File: config.mk
export PLATFORM = sky130hd
export DESIGN_NAME = sudm_lane
export DESIGN_NICKNAME = d
export VERILOG_FILES = /design/src/design/sudm_pkg.sv /design/src/design/sudm_lane.sv
export SDC_FILE = /design/constraint.sdc
export NUM_CORES = 1
export LEC_CHECK = 0
export BUFFER_PORTS_ARGS = -buffer_cell sky130_fd_sc_hd__buf_2
export CORE_MARGIN = 3
export CORE_UTILIZATION = 55
export CTS_CLUSTER_DIAMETER = 40
export CTS_CLUSTER_SIZE = 28
export DETAILED_ROUTE_END_ITERATION = 8
export HOLD_SLACK_MARGIN = 0.12
export PLACE_DENSITY = 0.76
export SLEW_MARGIN = 20
export SYNTH_ARGS = -nofsm -noshare
export SYNTH_HDL_FRONTEND = slang
export SYNTH_SLANG_ARGS = --single-unit
File: constraint.sdc
create_clock -name i_clk -period 14.1 [get_ports i_clk]
set_clock_uncertainty 0.15 [all_clocks]
set_input_delay 0.705 -clock i_clk [delete_from_list [all_inputs] [get_ports i_clk]]
set_output_delay 0.705 -clock i_clk [all_outputs]
set_load 0.01 [all_outputs]
File: src/design/sudm_pkg.sv
// Shared types, constants and codes for the scaled utility dot product block.
// Used by the lane, merge and top-level modules; depends on nothing else.
`default_nettype none

package sudm_pkg;

    // Dimensions carried by one data point and dimensions actually evaluated.
    localparam int NUM_DIMS  = 4;
    localparam int DIMENSION = 4;
    localparam int DIM_IDX_W = $clog2(NUM_DIMS);

    // Field widths.
    localparam int COORD_W = 16;
    localparam int ATTR_W  = 16;
    localparam int TERM_W  = 32;
    localparam int UTIL_W  = 35;
    localparam int MAX_W   = 34;

    // Configuration port.
    localparam int CFG_IDX_W  = 3;
    localparam int CFG_DATA_W = 16;

    // Register index codes: weights first, then attribute maxima.
    localparam logic [CFG_IDX_W-1:0] CFG_WEIGHT_BASE = CFG_IDX_W'(0);
    localparam logic [CFG_IDX_W-1:0] CFG_ATTR_BASE   = CFG_IDX_W'(NUM_DIMS);

    // 1.0 in unsigned Q8.8.
    localparam logic [ATTR_W-1:0] ONE_Q8_8 = ATTR_W'(256);

    // Divider geometry. The scaled term is (|product| << 8) / max with max above 1.0,
    // so the quotient always fits in the low QUO_W bits of the dividend.
    localparam int PROD_W      = 2 * COORD_W;
    localparam int MAG_W       = PROD_W - 1;
    localparam int FRAC_SHIFT  = 8;
    localparam int DIVIDEND_W  = MAG_W + FRAC_SHIFT;
    localparam int QUO_W       = 32;
    localparam int REM_W       = ATTR_W;
    localparam int DIV_BITS    = 4;
    localparam int DIV_STEPS   = QUO_W / DIV_BITS;
    localparam int DIV_STEP_W  = $clog2(DIV_STEPS);

    typedef logic signed [COORD_W-1:0] t_q412;
    typedef logic        [ATTR_W-1:0]  t_q88;
    typedef logic signed [TERM_W-1:0]  t_term;
    typedef logic signed [UTIL_W-1:0]  t_util;
    typedef logic        [MAX_W-1:0]   t_max;

    // One input item.
    typedef struct packed {
        logic signed [COORD_W-1:0] coord_0;
        logic signed [COORD_W-1:0] coord_1;
        logic signed [COORD_W-1:0] coord_2;
        logic signed [COORD_W-1:0] coord_3;
        logic                      start_of_set;
    } t_in;

    // One result item.
    typedef struct packed {
        logic signed [UTIL_W-1:0] utility;
        logic        [MAX_W-1:0]  set_max;
    } t_out;

    // Control from the sequencer to every lane.
    typedef struct packed {
        logic load;
        logic prep;
        logic step;
        logic term;
    } t_lane_ctl;

    // Control from the sequencer to the merge stage.
    typedef struct packed {
        logic sum_en;
        logic out_en;
        logic start_of_set;
    } t_merge_ctl;

    typedef enum logic [2:0] {
        S_IDLE,
        S_PREP,
        S_DIV,
        S_TERM,
        S_SUM,
        S_OUT
    } t_state;

endpackage

`default_nettype wire

File: src/design/sudm_lane.sv
// One dimension lane: coordinate times weight, then an iterative divide by the
// attribute maximum above 1.0 (four quotient bits per cycle). Uses sudm_pkg.
`default_nettype none

module sudm_lane (
    input  wire                 i_clk,
    input  sudm_pkg::t_lane_ctl i_ctl,
    input  sudm_pkg::t_q412     i_coord,
    input  sudm_pkg::t_q412     i_weight,
    input  sudm_pkg::t_q88      i_attr_max,
    output sudm_pkg::t_term     o_term
);
    import sudm_pkg::*;

    t_term             r_prod;
    logic              r_neg;
    logic              r_bypass;
    logic [REM_W-1:0]  r_rem;
    logic [QUO_W-1:0]  r_quo;
    t_term             r_term;

    logic [MAG_W-1:0]      w_mag;
    logic [DIVIDEND_W-1:0] w_dividend;
    logic [REM_W-1:0]      n_rem;
    logic [QUO_W-1:0]      n_quo;
    t_term                 w_quo_signed;

    // Magnitude of the product, scaled up by 256 to form the dividend.
    always_comb begin
        w_mag      = r_prod[PROD_W-1] ? MAG_W'(-r_prod) : MAG_W'(r_prod);
        w_dividend = {w_mag, {FRAC_SHIFT{1'b0}}};
    end

    // Restoring division, DIV_BITS quotient bits per cycle. The quotient bits
    // shift in at the bottom as the dividend bits shift out at the top.
    always_comb begin
        logic [REM_W:0] trial;
        n_rem = r_rem;
        n_quo = r_quo;
        trial = '0;
        for (int i = 0; i < DIV_BITS; i++) begin
            trial = {n_rem, n_quo[QUO_W-1]};
            n_quo = {n_quo[QUO_W-2:0], 1'b0};
            if (trial >= {1'b0, i_attr_max}) begin
                trial    = trial - {1'b0, i_attr_max};
                n_quo[0] = 1'b1;
            end
            n_rem = trial[REM_W-1:0];
        end
    end

    // Quotient with the product's sign restored; truncation is toward zero.
    assign w_quo_signed = r_neg ? -$signed(r_quo) : $signed(r_quo);

    // Datapath registers, advanced by the sequencer.
    always_ff @(posedge i_clk) begin
        if (i_ctl.load) begin
            r_prod <= i_coord * i_weight;
        end
        if (i_ctl.prep) begin
            r_neg    <= r_prod[PROD_W-1];
            r_bypass <= (i_attr_max <= ONE_Q8_8);
            r_rem    <= REM_W'(w_dividend[DIVIDEND_W-1:QUO_W]);
            r_quo    <= w_dividend[QUO_W-1:0];
        end else if (i_ctl.step) begin
            r_rem <= n_rem;
            r_quo <= n_quo;
        end
        if (i_ctl.term) begin
            r_term <= r_bypass ? r_prod : w_quo_signed;
        end
    end

    assign o_term = r_term;

endmodule

`default_nettype wire

# After elaboration in Yosys (flattened, before gate mapping)
# Index checks and enable logic that the tools add are counted.
# Widths: inputs -> output; s select.
# classes
n_addsub	6
n_mul	1
order_cmp	5
muxes	15
reduce_logical	1
# op_table
op	n
$mux 32	4
$ge 17x16->1	4
$mux 16	4
$sub 16x16->16	4
$mul 16x16->32	1
$neg 32->32	1
$mux 31	1
$neg 31->31	1
$le 16x9->1 const B	1
$mux 7	2
$mux 1	4
$reduce_bool 2->1	1
# word_totals
regBits	114
input_bits	53

# Depth between registers and ports, before layout
# depth
depth_word	10
mapped_depth	46

# Worst setup path after synthesis
# Ideal clock, no wire load.
# synth_timing
path_kind	input to register
from	input port i_attr_max[14]
to	register r_rem[2], data pin
setup_time_ps	269
arrival_time_ps	10623
required_time_ps	13681
slack_ps	3058
stages	45
n_path_buf	3
path_cell_list	inv_1 > ha_1 > a21o_1 > a211o_1 > or3_1 > o31ai_1 > nor2_1 > a21oi_1 > inv_1 > ha_1 > nor2b_1 > o31a_1 > o31a_1 > o41ai_2 > o21ai_0 > a41oi_1 > nor3b_1 > buf_2 > [... 9 more ...] > nor3_1 > a311oi_4 > buf_6 > nor2_1 > a21o_1 > ha_1 > nor2b_1 > o21ai_0 > a21oi_1 > nor4_1 > o31ai_1 > o41ai_1 > o21ai_0 > or4_1 > o221a_2 > clkbuf_1 > a32oi_1 > o31ai_1
# synth_via
elab_chain_cells	10
# synth_rtl
element	line	rtl
start, declared	sudm_lane.sv:10	input sudm_pkg::t_q88 i_attr_max,
$sub 16x16->16 / $ge 17x16->1 (equally long branches)	sudm_lane.sv:45, sudm_lane.sv:44	
$mux 16	sudm_lane.sv:44	if (trial >= {1'b0, i_attr_max}) begin
$sub 16x16->16 / $ge 17x16->1 (equally long branches)	sudm_lane.sv:45, sudm_lane.sv:44	
$mux 16	sudm_lane.sv:44	
$ge 17x16->1 / $sub 16x16->16 (equally long branches)	sudm_lane.sv:44, sudm_lane.sv:45	
$mux 16	sudm_lane.sv:44	
$sub 16x16->16 / $ge 17x16->1 (equally long branches)	sudm_lane.sv:45, sudm_lane.sv:44	
$mux 16 *	sudm_lane.sv:44	
$mux 7 *	sudm_lane.sv:65	end else if (i_ctl.step) begin
$mux 7 *	sudm_lane.sv:60	if (i_ctl.prep) begin
end signal, assigned	sudm_lane.sv:63	r_rem <= REM_W'(w_dividend[DIVIDEND_W-1:QUO_W]);
end signal, assigned	sudm_lane.sv:66	r_rem <= n_rem;
end, declared	sudm_lane.sv:18	logic [REM_W-1:0] r_rem;
# Every way passes the cells marked *; elsewhere a longest branch is shown, timed or not. The select of a mux whose other input is x is not followed.
# A chain may end at the register's enable or synchronous reset.

# Worst setup path in the final report
# layout_timing
from	input port i_attr_max[14]
to	register r_rem[4], data pin
# The elaborated chain is that of the path after synthesis.

==> metrics <==
outcome complete, no violations; Hold Path Depth 2; Seq cells post-synth 114; DR vias approximately 15,000; total negative slack 0 ns; ys flop type edfxtp_1; Max Clk Rate 0.0819 GHz; CP Data Arrival Time 12.24 ns; Slowest cell on crit path o31ai_1; Final nets 2,556; vias in the first global route 15,100; Hold-fix buffers, CTS 0; Root Buffer clkbuf_16; Die W 191 µm; Remaining DRCs 0; Post-synth EDFFs 97; initial antenna violation count 0; hold_sp r_rem[13]$_SDFFE_PP0P_; core area 0.0337 mm²; max incr delay on CP ~0.74 ns; maxcap violations 0; CTS tree built; largest net degree at the start of global routing approximately 70; DR iter-0 viols 1,209; element type at the critical path start input pin; most instantiated cells after synthesis 328 x inv_1, 266 x fa_1, 253 x nand2_1; Initial Util 56.0%; slew at the pin with the worst max-slew slack 1.03 ns; first-pass GRT wire length 76,200 µm; Max FO, Critical Path 18; post-synthesis cell type count 73; die area 0.0366 mm²; clk sinks 114; clock-pin slew on the worst setup and hold paths 0.05 ns; final worst-path cycle share approximately 87%; worst path bufs/invs 4; Via density 5.78; Mapped Nets roughly 2,500; drt total wl 45,800 µm; Max clock buf depth 2; global route overflow 0; synthesis-to-finish area growth 7.34%; Setup crit start i_attr_max[14]; final worst path period need 12.22 ns; GP Congestion 0.926; maximum level of the CTS H-tree 4; Fin. Hold Viols 0; Mapped Area 0.0189 mm²; Hold Path End r_rem[13]$_SDFFE_PP0P_; worst reg2reg path startpoint r_rem[13]$_SDFFE_PP0P_; CP Class in2reg; Worst Slack Setup Final ~1.9 ns; global-route usage over all layers 25.9%; DR pass1 iterations 6; DP HPWL between 30,000 and 40,000 µm; DRT antenna net count 0; average cell area after synthesis 9.21 µm²; I/O Pins 85; Routed wire per std cell 18.0 µm; Crit path max-delay family compound AO/OA/AOI/OAI gates; Die H roughly 190 µm; cts repair resizes 0; port bufs 84; Ys Warns 0; Yosys top cell area share between 20% and 30%; Slew headroom 31.4%; Slew Viols, Final 0; largest area contributor in the netlist fa_1; unrepaired setup endpoints after global routing false; Worst Reg-to-Reg Cells 40; count of final setup violators 0; post-CTS setup buffers 0; top post-synthesis cells by area fa_1 28%, edfxtp_1 15%, ha_1 9.8%; crit path capture type flip-flop; HP Class reg2reg; antenna fix cells 0; CP required 14.12 ns; pre-CTS WS about 1.7 ns; layout cells sized above 1 8.37%; TritonCTS Buffers 17; Clock Latency Late Sink ~0.42 ns; part of the Yosys area used for sequential elements 17.2%; row count 67; R2R Setup Slk 1.99 ns; count leader, synth inv_1; asr flop ratio synth 0%; r2r endpoint r_rem[4]$_DFFE_PP_; Mapped Cells 2,050
## state kept, by name, summed over array words and instances, names as in the netlist
| signal | count |
|---|---|
| o_term | 32 |
| r_bypass | 1 |
| r_quo | 32 |
| r_rem | 16 |
| r_prod | 32 |
| r_neg | 1 |
## placed cells by master, fill, tap and decap left out, types with 7 or more instances in the layout
master / count
a211oi_1: 7
a21o_1: 31
a21oi_1: 73
a22o_1: 20
a311oi_1: 7
a31oi_1: 8
and2_1: 100
buf_2: 84
clkbuf_16: 17
dfxtp_1: 17
edfxtp_1: 97
fa_1: 266
ha_1: 148
inv_1: 328
mux2_2: 30
mux2i_1: 11
nand2_1: 253
nand2b_1: 32
nand3_1: 20
nand4_1: 18
nor2_1: 76
nor2b_1: 12
nor3_1: 20
nor4_1: 15
o211ai_1: 7
o21a_1: 15
o21ai_0: 83
o21bai_1: 21
o31ai_1: 32
o41ai_1: 9
or2_2: 8
or3_1: 11
or4_1: 9
xnor2_1: 88
xor2_1: 48
## per-stage QoR
step	cell area [µm²]	std cells	util (%)	hold WS, ns
after floorplan	18900	2050	-	0.322
after global placement	19600	2518	58.3	0.404
after global routing	20300	2550	60.1	0.441
after detailed placement	19600	2518	58.3	0.410
after CTS	20300	2550	60.1	0.418
final	20300	2550	60.1	0.420
## tightest hold or removal path, cell delays in order, from the launching register on
cell and delay, ns:
dfxtp_1 0.36, nor2_1 0.11, a311oi_1 0.05
## area by class of cell
type / count / area [µm²]
clock inverters: 14 / 201
well taps: 448 / 561
clock buffers: 18 / 429
repair buffers: 90 / 465
flip-flops and latches: 114 / 3250
inverters: 328 / 1230
multi-input cells: 1538 / 14100
fillers: 2844 / 13400
## metal layers
metal	wire length, µm	track usage, %	up-vias
met4	798	6.41	0
met3	3060	3.37	58
met5	0	0	-
met2	21300	42.7	586
met1	20600	36.5	7233
li1	-	-	6857
## kinds of logic after synthesis
| kind of cell | count (synthesis) | synth area share [%] |
|---|---|---|
| buffers and inverters | 398 | 7.99 |
| muxes | 42 | 2.45 |
| and+or+nand+nor | 589 | 15.1 |
| adders and majority gates | 414 | 38.0 |
| DFF | 114 | 17.2 |
| AOI/OAI and AO/OA | 357 | 12.9 |
| xor gates and xnor gates | 136 | 6.31 |
## how the worst max path moves through the flow
| stage | endpoint | slack [ns] | cells past startpoint |
|---|---|---|---|
| after floorplan | r_rem[2]$_DFFE_PP_ | 3.06 | 45 |
| after global placement | r_rem[4]$_DFFE_PP_ | 1.97 | 42 |
| after detailed placement | r_rem[4]$_DFFE_PP_ | 1.71 | 42 |
| after CTS | r_rem[4]$_DFFE_PP_ | 2.11 | 42 |
| after global routing | r_rem[4]$_DFFE_PP_ | 1.17 | 42 |
| final | r_rem[4]$_DFFE_PP_ | 1.88 | 42 |
Power is not shown: default switching activity piles up to over one toggle a cycle in this logic, so the estimate is an artifact.
