File: src/design/sudm_pkg.sv
// Shared types, constants and codes for the scaled utility dot product block.
// Used by the lane, merge and top-level modules; depends on nothing else.
`default_nettype none

package sudm_pkg;

    // Dimensions carried by one data point and dimensions actually evaluated.
    localparam int NUM_DIMS  = 4;
    localparam int DIMENSION = 4;
    localparam int DIM_IDX_W = $clog2(NUM_DIMS);

    // Field widths.
    localparam int COORD_W = 16;
    localparam int ATTR_W  = 16;
    localparam int TERM_W  = 32;
    localparam int UTIL_W  = 35;
    localparam int MAX_W   = 34;

    // Configuration port.
    localparam int CFG_IDX_W  = 3;
    localparam int CFG_DATA_W = 16;

    // Register index codes: weights first, then attribute maxima.
    localparam logic [CFG_IDX_W-1:0] CFG_WEIGHT_BASE = CFG_IDX_W'(0);
    localparam logic [CFG_IDX_W-1:0] CFG_ATTR_BASE   = CFG_IDX_W'(NUM_DIMS);

    // 1.0 in unsigned Q8.8.
    localparam logic [ATTR_W-1:0] ONE_Q8_8 = ATTR_W'(256);

    // Divider geometry. The scaled term is (|product| << 8) / max with max above 1.0,
    // so the quotient always fits in the low QUO_W bits of the dividend.
    localparam int PROD_W      = 2 * COORD_W;
    localparam int MAG_W       = PROD_W - 1;
    localparam int FRAC_SHIFT  = 8;
    localparam int DIVIDEND_W  = MAG_W + FRAC_SHIFT;
    localparam int QUO_W       = 32;
    localparam int REM_W       = ATTR_W;
    localparam int DIV_BITS    = 4;
    localparam int DIV_STEPS   = QUO_W / DIV_BITS;
    localparam int DIV_STEP_W  = $clog2(DIV_STEPS);

    typedef logic signed [COORD_W-1:0] t_q412;
    typedef logic        [ATTR_W-1:0]  t_q88;
    typedef logic signed [TERM_W-1:0]  t_term;
    typedef logic signed [UTIL_W-1:0]  t_util;
    typedef logic        [MAX_W-1:0]   t_max;

    // One input item.
    typedef struct packed {
        logic signed [COORD_W-1:0] coord_0;
        logic signed [COORD_W-1:0] coord_1;
        logic signed [COORD_W-1:0] coord_2;
        logic signed [COORD_W-1:0] coord_3;
        logic                      start_of_set;
    } t_in;

    // One result item.
    typedef struct packed {
        logic signed [UTIL_W-1:0] utility;
        logic        [MAX_W-1:0]  set_max;
    } t_out;

    // Control from the sequencer to every lane.
    typedef struct packed {
        logic load;
        logic prep;
        logic step;
        logic term;
    } t_lane_ctl;

    // Control from the sequencer to the merge stage.
    typedef struct packed {
        logic sum_en;
        logic out_en;
        logic start_of_set;
    } t_merge_ctl;

    typedef enum logic [2:0] {
        S_IDLE,
        S_PREP,
        S_DIV,
        S_TERM,
        S_SUM,
        S_OUT
    } t_state;

endpackage

`default_nettype wire

File: src/design/sudm_merge.sv
// Merge stage: sums the lane terms, updates the running set maximum and holds
// the result register on the output channel. Depends on sudm_pkg.
`default_nettype none

module sudm_merge (
    input  wire                                    i_clk,
    input  wire                                    i_rst_n,
    input  sudm_pkg::t_merge_ctl                   i_ctl,
    input  sudm_pkg::t_term [sudm_pkg::DIMENSION-1:0] i_terms,
    input  wire                                    i_out_stall,
    output logic                                   o_out_valid,
    output sudm_pkg::t_out                         o_out_data,
    output logic                                   o_slot_free
);
    import sudm_pkg::*;

    t_util r_sum;
    t_max  r_max;
    logic  r_out_valid;
    t_out  r_out_data;

    t_util n_sum;
    t_max  w_base;
    t_max  n_max;

    // Sign-extended sum of all lane terms.
    always_comb begin
        n_sum = '0;
        for (int d = 0; d < DIMENSION; d++) begin
            n_sum = n_sum + {{(UTIL_W-TERM_W){i_terms[d][TERM_W-1]}}, i_terms[d]};
        end
    end

    // The maximum restarts at zero on a new set and moves only on a strictly larger sum.
    always_comb begin
        w_base = i_ctl.start_of_set ? '0 : r_max;
        if (r_sum > $signed({1'b0, w_base})) begin
            n_max = r_sum[MAX_W-1:0];
        end else begin
            n_max = w_base;
        end
    end

    assign o_slot_free = !r_out_valid || !i_out_stall;

    // Sum register and result payload.
    always_ff @(posedge i_clk) begin
        if (i_ctl.sum_en) begin
            r_sum <= n_sum;
        end
        if (i_ctl.out_en) begin
            r_out_data.utility <= r_sum;
            r_out_data.set_max <= n_max;
        end
    end

    // Running maximum and output valid.
    always_ff @(posedge i_clk) begin
        if (!i_rst_n) begin
            r_max       <= '0;
            r_out_valid <= 1'b0;
        end else begin
            if (i_ctl.out_en) begin
                r_max       <= n_max;
                r_out_valid <= 1'b1;
            end else if (!i_out_stall) begin
                r_out_valid <= 1'b0;
            end
        end
    end

    assign o_out_valid = r_out_valid;
    assign o_out_data  = r_out_data;

endmodule

`default_nettype wire

File: config.mk
export PLATFORM = sky130hd
export DESIGN_NAME = sudm_merge
export DESIGN_NICKNAME = d
export VERILOG_FILES = /design/src/design/sudm_pkg.sv /design/src/design/sudm_merge.sv
export SDC_FILE = /design/constraint.sdc
export NUM_CORES = 1
export LEC_CHECK = 0
export BUFFER_PORTS_ARGS = -buffer_cell sky130_fd_sc_hd__buf_2
export CORE_UTILIZATION = 58
export DETAILED_ROUTE_END_ITERATION = 10
export PLACE_DENSITY = 0.95
export SYNTH_ARGS = -nofsm -noshare
export SYNTH_HDL_FRONTEND = slang
export SYNTH_SLANG_ARGS = --single-unit
export TNS_END_PERCENT = 1
File: constraint.sdc
create_clock -name i_clk -period 10.6 [get_ports i_clk]
set_input_delay 2.12 -clock i_clk [delete_from_list [all_inputs] [get_ports i_clk]]
set_output_delay 2.12 -clock i_clk [all_outputs]
set_load 0.01 [all_outputs]
* Word level (Yosys, flattened, before mapping)
Index checks and enable logic that the tools add are counted.
** Operators by class
- Add/subtract/negate cells :: 3
- $mul :: 0
- Div/mod/pow operators :: 0
- $lt $le $gt $ge :: 1
- Equality and inequality tests :: 1
- Shift-type cells :: 0
- Muxes and demuxes :: 4
- Bitwise operators :: 0
- Reduce and logical (&&, ||, !) cells :: 3
** Operators by type and width (count)
- 34-bit 2-to-1 mux :: 2
- 34-bit by 32-bit adder with 35-bit output :: 1
- 35-bit > comparator :: 1
- 33-bit by 32-bit adder with 34-bit output :: 1
- 32-bit by 32-bit adder with 33-bit output :: 1
- 1-bit zero test :: 2
- 1-bit 2-to-1 mux :: 2
- 2-bit inequality test, second input constant :: 1
- 1-bit logical OR :: 1
** Word-level totals
- Register bits :: 139
- Bits in latches :: 0
- RAM bits :: 0
- Bits in read-only memories :: 0
- Bits of input ports :: 134
- Output and inout bits :: 71
- Logic and storage cells :: 17
- Memories kept :: 0

* Logic depth before layout (Yosys ltp)
Gate-level depths: netlist of the first run.
- Depth in word-level cells :: 3
- Gate-level depth with buffers :: 15
- Gate-level depth less buffers :: 15

* Worst setup path before layout of the first run
OpenSTA, ideal clock, no wires.
- Kind :: input -> register
- Start point :: input i_terms[1] (netlist bit)
- End point :: register r_sum[19] (data pin)
- Library setup time :: 135 ps
- Data arrival time :: 5207 ps
- Required time :: 10465 ps
- Slack :: 5259 ps
- Stages :: 15
- Buffers on the path :: 0
- Path through :: inv_1 > fa_1 > fa_1 > inv_1 > ha_1 > inv_1 > fa_1 > nor2b_4 > o31a_1 > o21ai_2 > a211oi_2 > o31ai_2 > a21boi_1 > or4b_1 > nand3_1
** On the way
- Word-level cells in the longest chain between the ends :: 3
** Ends and longest elaborated chain
- from (decl) :: line sudm_merge.sv:9 : input sudm_pkg::t_term [sudm_pkg::DIMENSION-1:0] i_terms,
- 32-bit by 32-bit adder with 33-bit output :: line sudm_merge.sv:30 : n_sum = n_sum + {{(UTIL_W-TERM_W){i_terms[d][TERM_W-1]}}, i_terms[d]};
- 33-bit by 32-bit adder with 34-bit output :: line sudm_merge.sv:30
- 34-bit by 32-bit adder with 35-bit output :: line sudm_merge.sv:30
- via n_sum[19] :: line sudm_merge.sv:22 : t_util n_sum;
- to (signal assigned) :: line sudm_merge.sv:49 : r_sum <= n_sum;
- to (decl) :: line sudm_merge.sv:17 : t_util r_sum;
The timed path passes the listed nets, and every way through them passes these cells.
A chain may end at the register's enable or synchronous reset.

* Worst setup path in the final report of the first run
- Start point :: input i_terms[3] (netlist bit)
- End point :: register r_sum[34] (data pin)
The elaborated chain is that of the path after synthesis.

==> results of run 1 <==
[metrics by stage]
stage	power, W	worst slack (ns)	cells	area [um^2]
floorplan	0.001726	5.259	878	9483
global placement	0.001984	4.764	1280	10650
detailed placement	0.002045	4.673	1280	10650
CTS	0.002702	5.093	1312	11310
global route	0.002877	4.817	1312	11310
finish	0.002707	5.055	1312	11310
[layout by cell type, fill, tap and decap left out, types with 23 or more instances in the layout]
cell / synthesis / routed
fa_1: 65 / 65
ha_1: 68 / 68
buf_2: 5 / 204
dfxtp_1: 35 / 35
nand2b_1: 36 / 36
edfxtp_1: 104 / 104
a21oi_1: 33 / 33
a22o_1: 34 / 34
mux2i_1: 33 / 33
inv_1: 231 / 231
nor2_1: 23 / 23
[per-layer routing]
metal | GRT usage [%] | routed length [um] | vias to the layer above | share of wire, %
met3 | 4.346 | 974 | 51 | 5.0
met5 | 0 | 0 | - | 0
met1 | 28.78 | 7933 | 3285 | 41
met2 | 42.34 | 9881 | 256 | 51
met4 | 12.04 | 659 | 0 | 3.4
li1 | - | - | 3344 | -
[final timing paths]
check,endpoint,slack (ns),cells after the start
worst min-delay path,r_max[28]$_SDFFE_PN0P_,0.48,1
worst max register to register,r_max[27]$_SDFFE_PN0P_,6.89,8
worst max-delay path,r_sum[34]$_DFFE_PP_,5.06,14
worst min register to register,r_max[28]$_SDFFE_PN0P_,0.48,1
[power by group]
| group | total (W) | internal (W) | leakage (nW) | switching (W) |
|---|---|---|---|---|
| sequential | 0.000959 | 0.000834 | 1.32 | 0.000125 |
| combinational | 0.00110 | 0.000485 | 3.97 | 0.000614 |
| clock | 0.000650 | 0.000426 | 0.315 | 0.000224 |
| total | 0.00271 | 0.00174 | 5.60 | 0.000962 |
[cell type report]
| type | count | area [um^2] | share of cell area, % |
|---|---|---|---|
| multi-input cells | 488 | 4653 | 41.15 |
| inverters | 231 | 867.1 | 7.668 |
| repair buffers | 206 | 1036 | 9.162 |
| flip-flops and latches | 139 | 3824 | 33.82 |
| well taps | 216 | 270.3 | 2.390 |
| clock buffers | 19 | 442.9 | 3.917 |
| clock inverters | 13 | 214.0 | 1.892 |
[critical path: stages]
cell	delay, ns
buf_2	0.08
inv_1	0.05
fa_1	0.52
fa_1	0.52
inv_1	0.04
ha_1	0.34
nand3_1	0.09
o22ai_1	0.26
o211ai_1	0.24
a2111oi_0	0.59
o21ai_1	0.18
o21ai_1	0.34
o31a_1	0.23
a31oi_1	0.10
[flip-flops by register name (all words and copies together), names as in the netlist]
signal,flops
o_out_data,69
r_sum,35
o_out_valid,1
r_max,34
[logic make-up (layout without fill, tap and decap cells)]
group,after synthesis,after routing,synth area share (%)
xor gates and xnor gates,23,23,2.124
buffers and inverters,251,469,10.63
adders and majority gates,133,133,22.69
and+or+nand+nor,140,140,8.563
muxes,33,33,3.483
AOI/OAI and AO/OA,159,159,12.18
DFF,139,139,40.32
==> results.tsv, run 1 <==
metric	value	unit
kind of end point of the critical path	flip-flop	
starting density of the core	59.48	%
Post-Synthesis Cell Area	9483	um^2
worst reg2reg path startpoint	r_sum[32]$_DFFE_PP_	
count of hold-fix buffers inserted at cts	0	
Worst Tran Pin Value	1.233	ns
hold violation count in the final report	0	
final global-route overflow total	0	
Filler Cells Inserted	1087	
type of the worst min-delay path	reg2reg	
crit path DAT	5.70	ns
top cells by area in the synthesized netlist	edfxtp_1 33%, fa_1 14%, inv_1 9.1%, ha_1 9.0%, dfxtp_1 7.4%	
most common cell in the synthesized netlist	inv_1	
floorplan die height	129.9	um
clock sinks	139	
Mapped Avg Cell Area	10.80	um^2
placed wire-length estimate after detailed placement	14940	um
Synth cell types	68	
GRT Total Usage	24.20	%
worst hold slack across all endpoints	0.4830	ns
number of antenna violations at the first check in global routing	0	
buffer type at the clock tree root	clkbuf_16	
post-synthesis sequential area ratio	40.32	%
count of TritonRoute iterations in the first routing pass	5	
crit path launch	i_terms[3]	
setup repair after global routing missed its margin	no	
top cell type's share of synthesized area	32.93	%
Die Span X	129.9	um
Detailed Route WL	19450	um
clock insertion delay at the later pin of the skew report	0.42	ns
drt first-iter violations	291	
pin count of the biggest net entering global routing	73	
kind of launch point of the worst setup path	primary input	
clock transition at the registers of the reported paths	0.06	ns
gpl congestion	0.8671	
proportion of register bits with asynchronous set or reset after synthesis	0	%
ranking of synthesized cells by instance count	231 x inv_1, 104 x edfxtp_1, 68 x ha_1	
Power per Cell Area	239.4	nW/um^2
ANT cells	0	
min Tclk post-route	5.545	ns
final critical-path share of the clock period	52.31	%
growth of design area from synthesis to finish	19.24	%
required time of the critical path	10.75	ns
drt via density	5.287	
total negative slack	0	ns
CTS buffer count	17	
outcome	finished clean	
Max Slew Vio Count	0	
Post-CTS Setup Inserts	0	
max-cap check violation count	0	
share of cells above drive strength 1	23.27	%
via count of the first global-routing pass	6671	
library cell occupying the most area in the post-synthesis netlist	edfxtp_1	
wire length of the first global-routing pass	31250	um
number of standard cells after synthesis	878	
Die ar.	16860	um^2
number of setup violations in the final report	0	
Worst slew margin	17.79	%
critical path type	in2reg	
DRC violations left	0	
number of enable-type register cells in the synthesized netlist	104	
Core Footprint	15940	um^2
total of warnings raised by yosys	0	
maximum buffer depth of the clock tree	2	
net count after synthesis	1145	
leakage power of the design	5.604	nW
cells resized by post-CTS repair	0	
clock tree from TritonCTS	yes	
timing-limited maximum frequency	0.1804	GHz
top-level I/O count	205	
final standard cell utilization of the core	70.92	%
critical-path maximum fanout	4	
maximum VDD drop	0.1082	mV
hold path start	r_max[28]$_SDFFE_PN0P_	
via count	6936	
predominant post-synthesis flop cell	edfxtp_1	
DRT antenna net count	0	
H-tree Lvls	4	
IO Port Bufs	204	
register bit count reported by yosys	139	
Rows	46	
Layout Skew	0.01030	ns
fin nets	1350	
wire length per cell	14.82	um
(Power assumes the default switching activity.)
==> inputs of run 2 (changes only) <==
ABC_AREA = 1   (was unset)
CORE_UTILIZATION = 57   (was 58)
PLACE_DENSITY = 0.94   (was 0.95)
clock period = 5.7 ns   (was 10.6 ns; I/O delays follow)
==> results.tsv, run 2 <==
metric	value	unit	change
Critical path buffers and inverters	3		unchanged
fin nets	1716		was 1350
growth of design area from synthesis to finish	15.57	%	was 19.24%
combinational power share	45.3	%	was 40.6%
critical-path maximum fanout	35		was 4
top cell type's share of synthesized area	28.89	%	was 32.93%
max-cap check violation count	0		unchanged
required time of the critical path	6.07	ns	was 10.75 ns
Core Footprint	18270	um^2	was 15940 um^2
proportion of register bits with asynchronous set or reset after synthesis	0	%	unchanged
most frequent cells in the layout	344 x inv_1, 208 x nand2_1, 203 x buf_2, 104 x edfxtp_1, 85 x nor2_1		was 231 x inv_1, 204 x buf_2, 104 x edfxtp_1, 68 x ha_1, 65 x fa_1
internal power of the cells	0.003168	W	was 0.001744 W
Power per Cell Area	427.2	nW/um^2	was 239.4 nW/um^2
clock insertion delay at the later pin of the skew report	0.42	ns	about the same
Net Sw Frac	40.64	%	was 35.55%
predominant post-synthesis flop cell	edfxtp_1		unchanged
Layout Skew	0.008594	ns	was 0.01030 ns
DRT antenna net count	0		unchanged
critical path's largest stage delay	0.61	ns	was 0.59 ns
Worst Tran Pin Value	1.166	ns	was 1.233 ns
clock share of power	21.9	%	was 24.0%
buffer type at the clock tree root	clkbuf_16		unchanged
clock sinks	139		unchanged
via count of the first global-routing pass	9050		was 6671
critical path type	in2reg		unchanged
post-synthesis sequential area ratio	35.37	%	was 40.32%
most common library cell in the layout ignoring fill and taps	inv_1		unchanged
Worst slew margin	21.79	%	was 17.79%
Detailed Route WL	24880	um	was 19450 um
clock tree from TritonCTS	yes		unchanged
IO Port Bufs	204		unchanged
min Tclk post-route	4.008	ns	
combined flip-flop and latch cell area	3824	um^2	unchanged
number of enable-type register cells in the synthesized netlist	104		unchanged
count of TritonRoute iterations in the first routing pass	5		unchanged
DRC violations left	0		unchanged
portion of total power attributed to sequential cells	32.8	%	was 35.4%
most common cell in the synthesized netlist	inv_1		unchanged
floorplan die height	139.7	um	was 129.9 um
share of cells above drive strength 1	21.75	%	was 23.27%
maximum buffer depth of the clock tree	2		unchanged
CP delay by family, top	simple AND/OR/NAND/NOR gates		was compound AO/OA/AOI/OAI gates
number of antenna violations at the first check in global routing	0		unchanged
kind of end point of the critical path	flip-flop		unchanged
number of standard cells after synthesis	1248		was 878
H-tree Lvls	4		unchanged
maximum VDD drop	0.2892	mV	was 0.1082 mV
hold violation count in the final report	0		unchanged
total of warnings raised by yosys	0		unchanged
CTS buffer count	17		unchanged
final critical-path share of the clock period	70.32	%	
Filler Cells Inserted	1334		was 1087
gpl congestion	0.8978		was 0.8671
setup repair after global routing missed its margin	no		unchanged
max FFs per register	69		unchanged
total negative slack	0	ns	unchanged
wire length of the first global-routing pass	41640	um	was 31250 um
Mapped Avg Cell Area	8.661	um^2	was 10.80 um^2
Die ar.	19520	um^2	was 16860 um^2
Post-Synthesis Cell Area	10810	um^2	was 9483 um^2
Rows	49		was 46
final global-route overflow total	0		unchanged
Synth cell types	46		was 68
ANT cells	0		unchanged
drt first-iter violations	613		was 291
number of setup violations in the final report	0		unchanged
wire length per cell	14.71	um	was 14.82 um
slowest cell on the critical path	nand2_8		was a2111oi_0
timing-limited maximum frequency	0.2495	GHz	
via count	8804		was 6936
CP Cell Sequence	buf_2, nor2_1, inv_1, ha_1, a21oi_1, nor2_1, nor2_1, nand2_1, a21oi_2, nand3_4, nand2_8, nand2_1, nand3_1, nand2_1, inv_1		was buf_2, inv_1, fa_1, fa_1, inv_1, ha_1, nand3_1, o22ai_1, o211ai_1, a2111oi_0, o21ai_1, o21ai_1, o31a_1, a31oi_1
Max Slew Vio Count	0		unchanged
cells resized by post-CTS repair	0		unchanged
Die Span X	139.7	um	was 129.9 um
library cell occupying the most area in the post-synthesis netlist	edfxtp_1		unchanged
ranking of synthesized cells by instance count	344 x inv_1, 208 x nand2_1, 104 x edfxtp_1		was 231 x inv_1, 104 x edfxtp_1, 68 x ha_1
placed wire-length estimate after detailed placement	19210	um	was 14940 um
leakage power of the design	6.704	nW	was 5.604 nW
count of hold-fix buffers inserted at cts	0		unchanged
clock transition at the registers of the reported paths	0.06	ns	about the same
crit path DAT	4.37	ns	was 5.70 ns
starting density of the core	59.16	%	was 59.48%
top cells by area in the synthesized netlist	edfxtp_1 29%, fa_1 12%, inv_1 12%, ha_1 7.9%, nand2_1 7.2%		was edfxtp_1 33%, fa_1 14%, inv_1 9.1%, ha_1 9.0%, dfxtp_1 7.4%
kind of launch point of the worst setup path	primary input		unchanged
area occupied by multi-input gates	5399	um^2	was 4653 um^2
register bit count reported by yosys	139		unchanged
drt via density	5.206		was 5.287
net count after synthesis	1515		was 1145
Post-CTS Setup Inserts	0		unchanged
type of the worst min-delay path	reg2reg		unchanged
final standard cell utilization of the core	68.37	%	was 70.92%
pin count of the biggest net entering global routing	71		was 73
GRT Total Usage	26.98	%	was 24.20%
outcome	finished clean		unchanged
net switching power	0.002169	W	was 0.0009624 W
top-level I/O count	205		unchanged
## run 2: changes by cell type after synthesis, moves of 34 or more
| cell | delta |
|---|---|
| inv_1 | +113 |
| nand2_1 | +188 |
| nor2_1 | +62 |
| a22o_1 | -34 |
| nand2b_1 | -35 |
| a21oi_1 | +45 |
| nand3_1 | +53 |
## run 2: power by group through the flow
stage	clock, W	combinational, W	sequential (W)
3_5_place_dp	0	0.00237	0.00175
2_1_floorplan	0	0.00171	0.00173
6_report	0.00117	0.00242	0.00175
3_3_place_gp	0	0.00228	0.00174
5_1_grt	0.00122	0.00272	0.00177
4_1_cts	0.00117	0.00241	0.00174
## run 2: cells by family (layout without fill, tap and decap cells)
| group | count (synthesis) | in the layout | synth area share [%] |
|---|---|---|---|
| buf+inv | 375 | 589 | 14.68 |
| flops | 139 | 139 | 35.37 |
| simple gates | 443 | 443 | 21.09 |
| fa+ha+maj | 133 | 133 | 19.91 |
| xor+xnor | 25 | 25 | 2.026 |
| compound gates | 133 | 133 | 6.922 |
## run 2: layer usage
layer  global-route usage, %  up-vias  routed length [um]
li1                        -     4260                   -
met1                   31.39     4085                9888
met2                   49.08      386               12610
met3                   4.129       73                1506
met4                   11.74        0                 874
met5                       0        -                   0
## run 2: cell type report
| cell class | instances | share of cell area [%] |
|---|---|---|
| tap | 229 | 2.294 |
| clock buffer | 18 | 3.435 |
| sequential | 139 | 30.61 |
| inverter | 352 | 10.58 |
| clock inverter | 14 | 1.613 |
| multi-input combinational | 734 | 43.22 |
| timing repair buffer | 205 | 8.253 |
## run 2: worst paths after layout
check        slack, ns                startpoint                       end  cells past startpoint
max               1.69                  i_ctl[0]    r_max[32]$_SDFFE_PN0P_                     15
min               0.51  o_out_valid$_SDFFE_PN0P_  o_out_valid$_SDFFE_PN0P_                      2
max reg2reg       2.57    r_max[14]$_SDFFE_PN0P_    r_max[32]$_SDFFE_PN0P_                     16
min reg2reg       0.51  o_out_valid$_SDFFE_PN0P_  o_out_valid$_SDFFE_PN0P_                      2
## run 2: stage by stage
step | power [W] | instance area, um^2 | setup WS (ns) | hold slack (ns) | cells
final | 0.005336 | 12490 | 1.692 | 0.5107 | 1691
after global routing | 0.005709 | 12490 | 1.521 | 0.5266 | 1691
after global placement | 0.004021 | 11860 | 1.328 | 0.4941 | 1659
after CTS | 0.005324 | 12490 | 1.758 | 0.5160 | 1691
after floorplan | 0.003445 | 10810 | 1.823 | 0.4508 | 1248
after detailed placement | 0.004122 | 11860 | 1.335 | 0.4948 | 1659
## run 2: worst reg2reg max path: stages (launching register included)
cell     delay (ns)
dfxtp_1        0.30
inv_1          0.04
nor2_1         0.24
inv_1          0.09
ha_1           0.32
nand2_1        0.11
inv_2          0.06
nand4_1        0.12
nor3_1         0.06
nand3_1        0.06
nand2_1        0.06
inv_2          0.55
nand2_8        0.47
nand2_1        0.30
nand3_1        0.09
nand2_1        0.11
inv_1          0.04
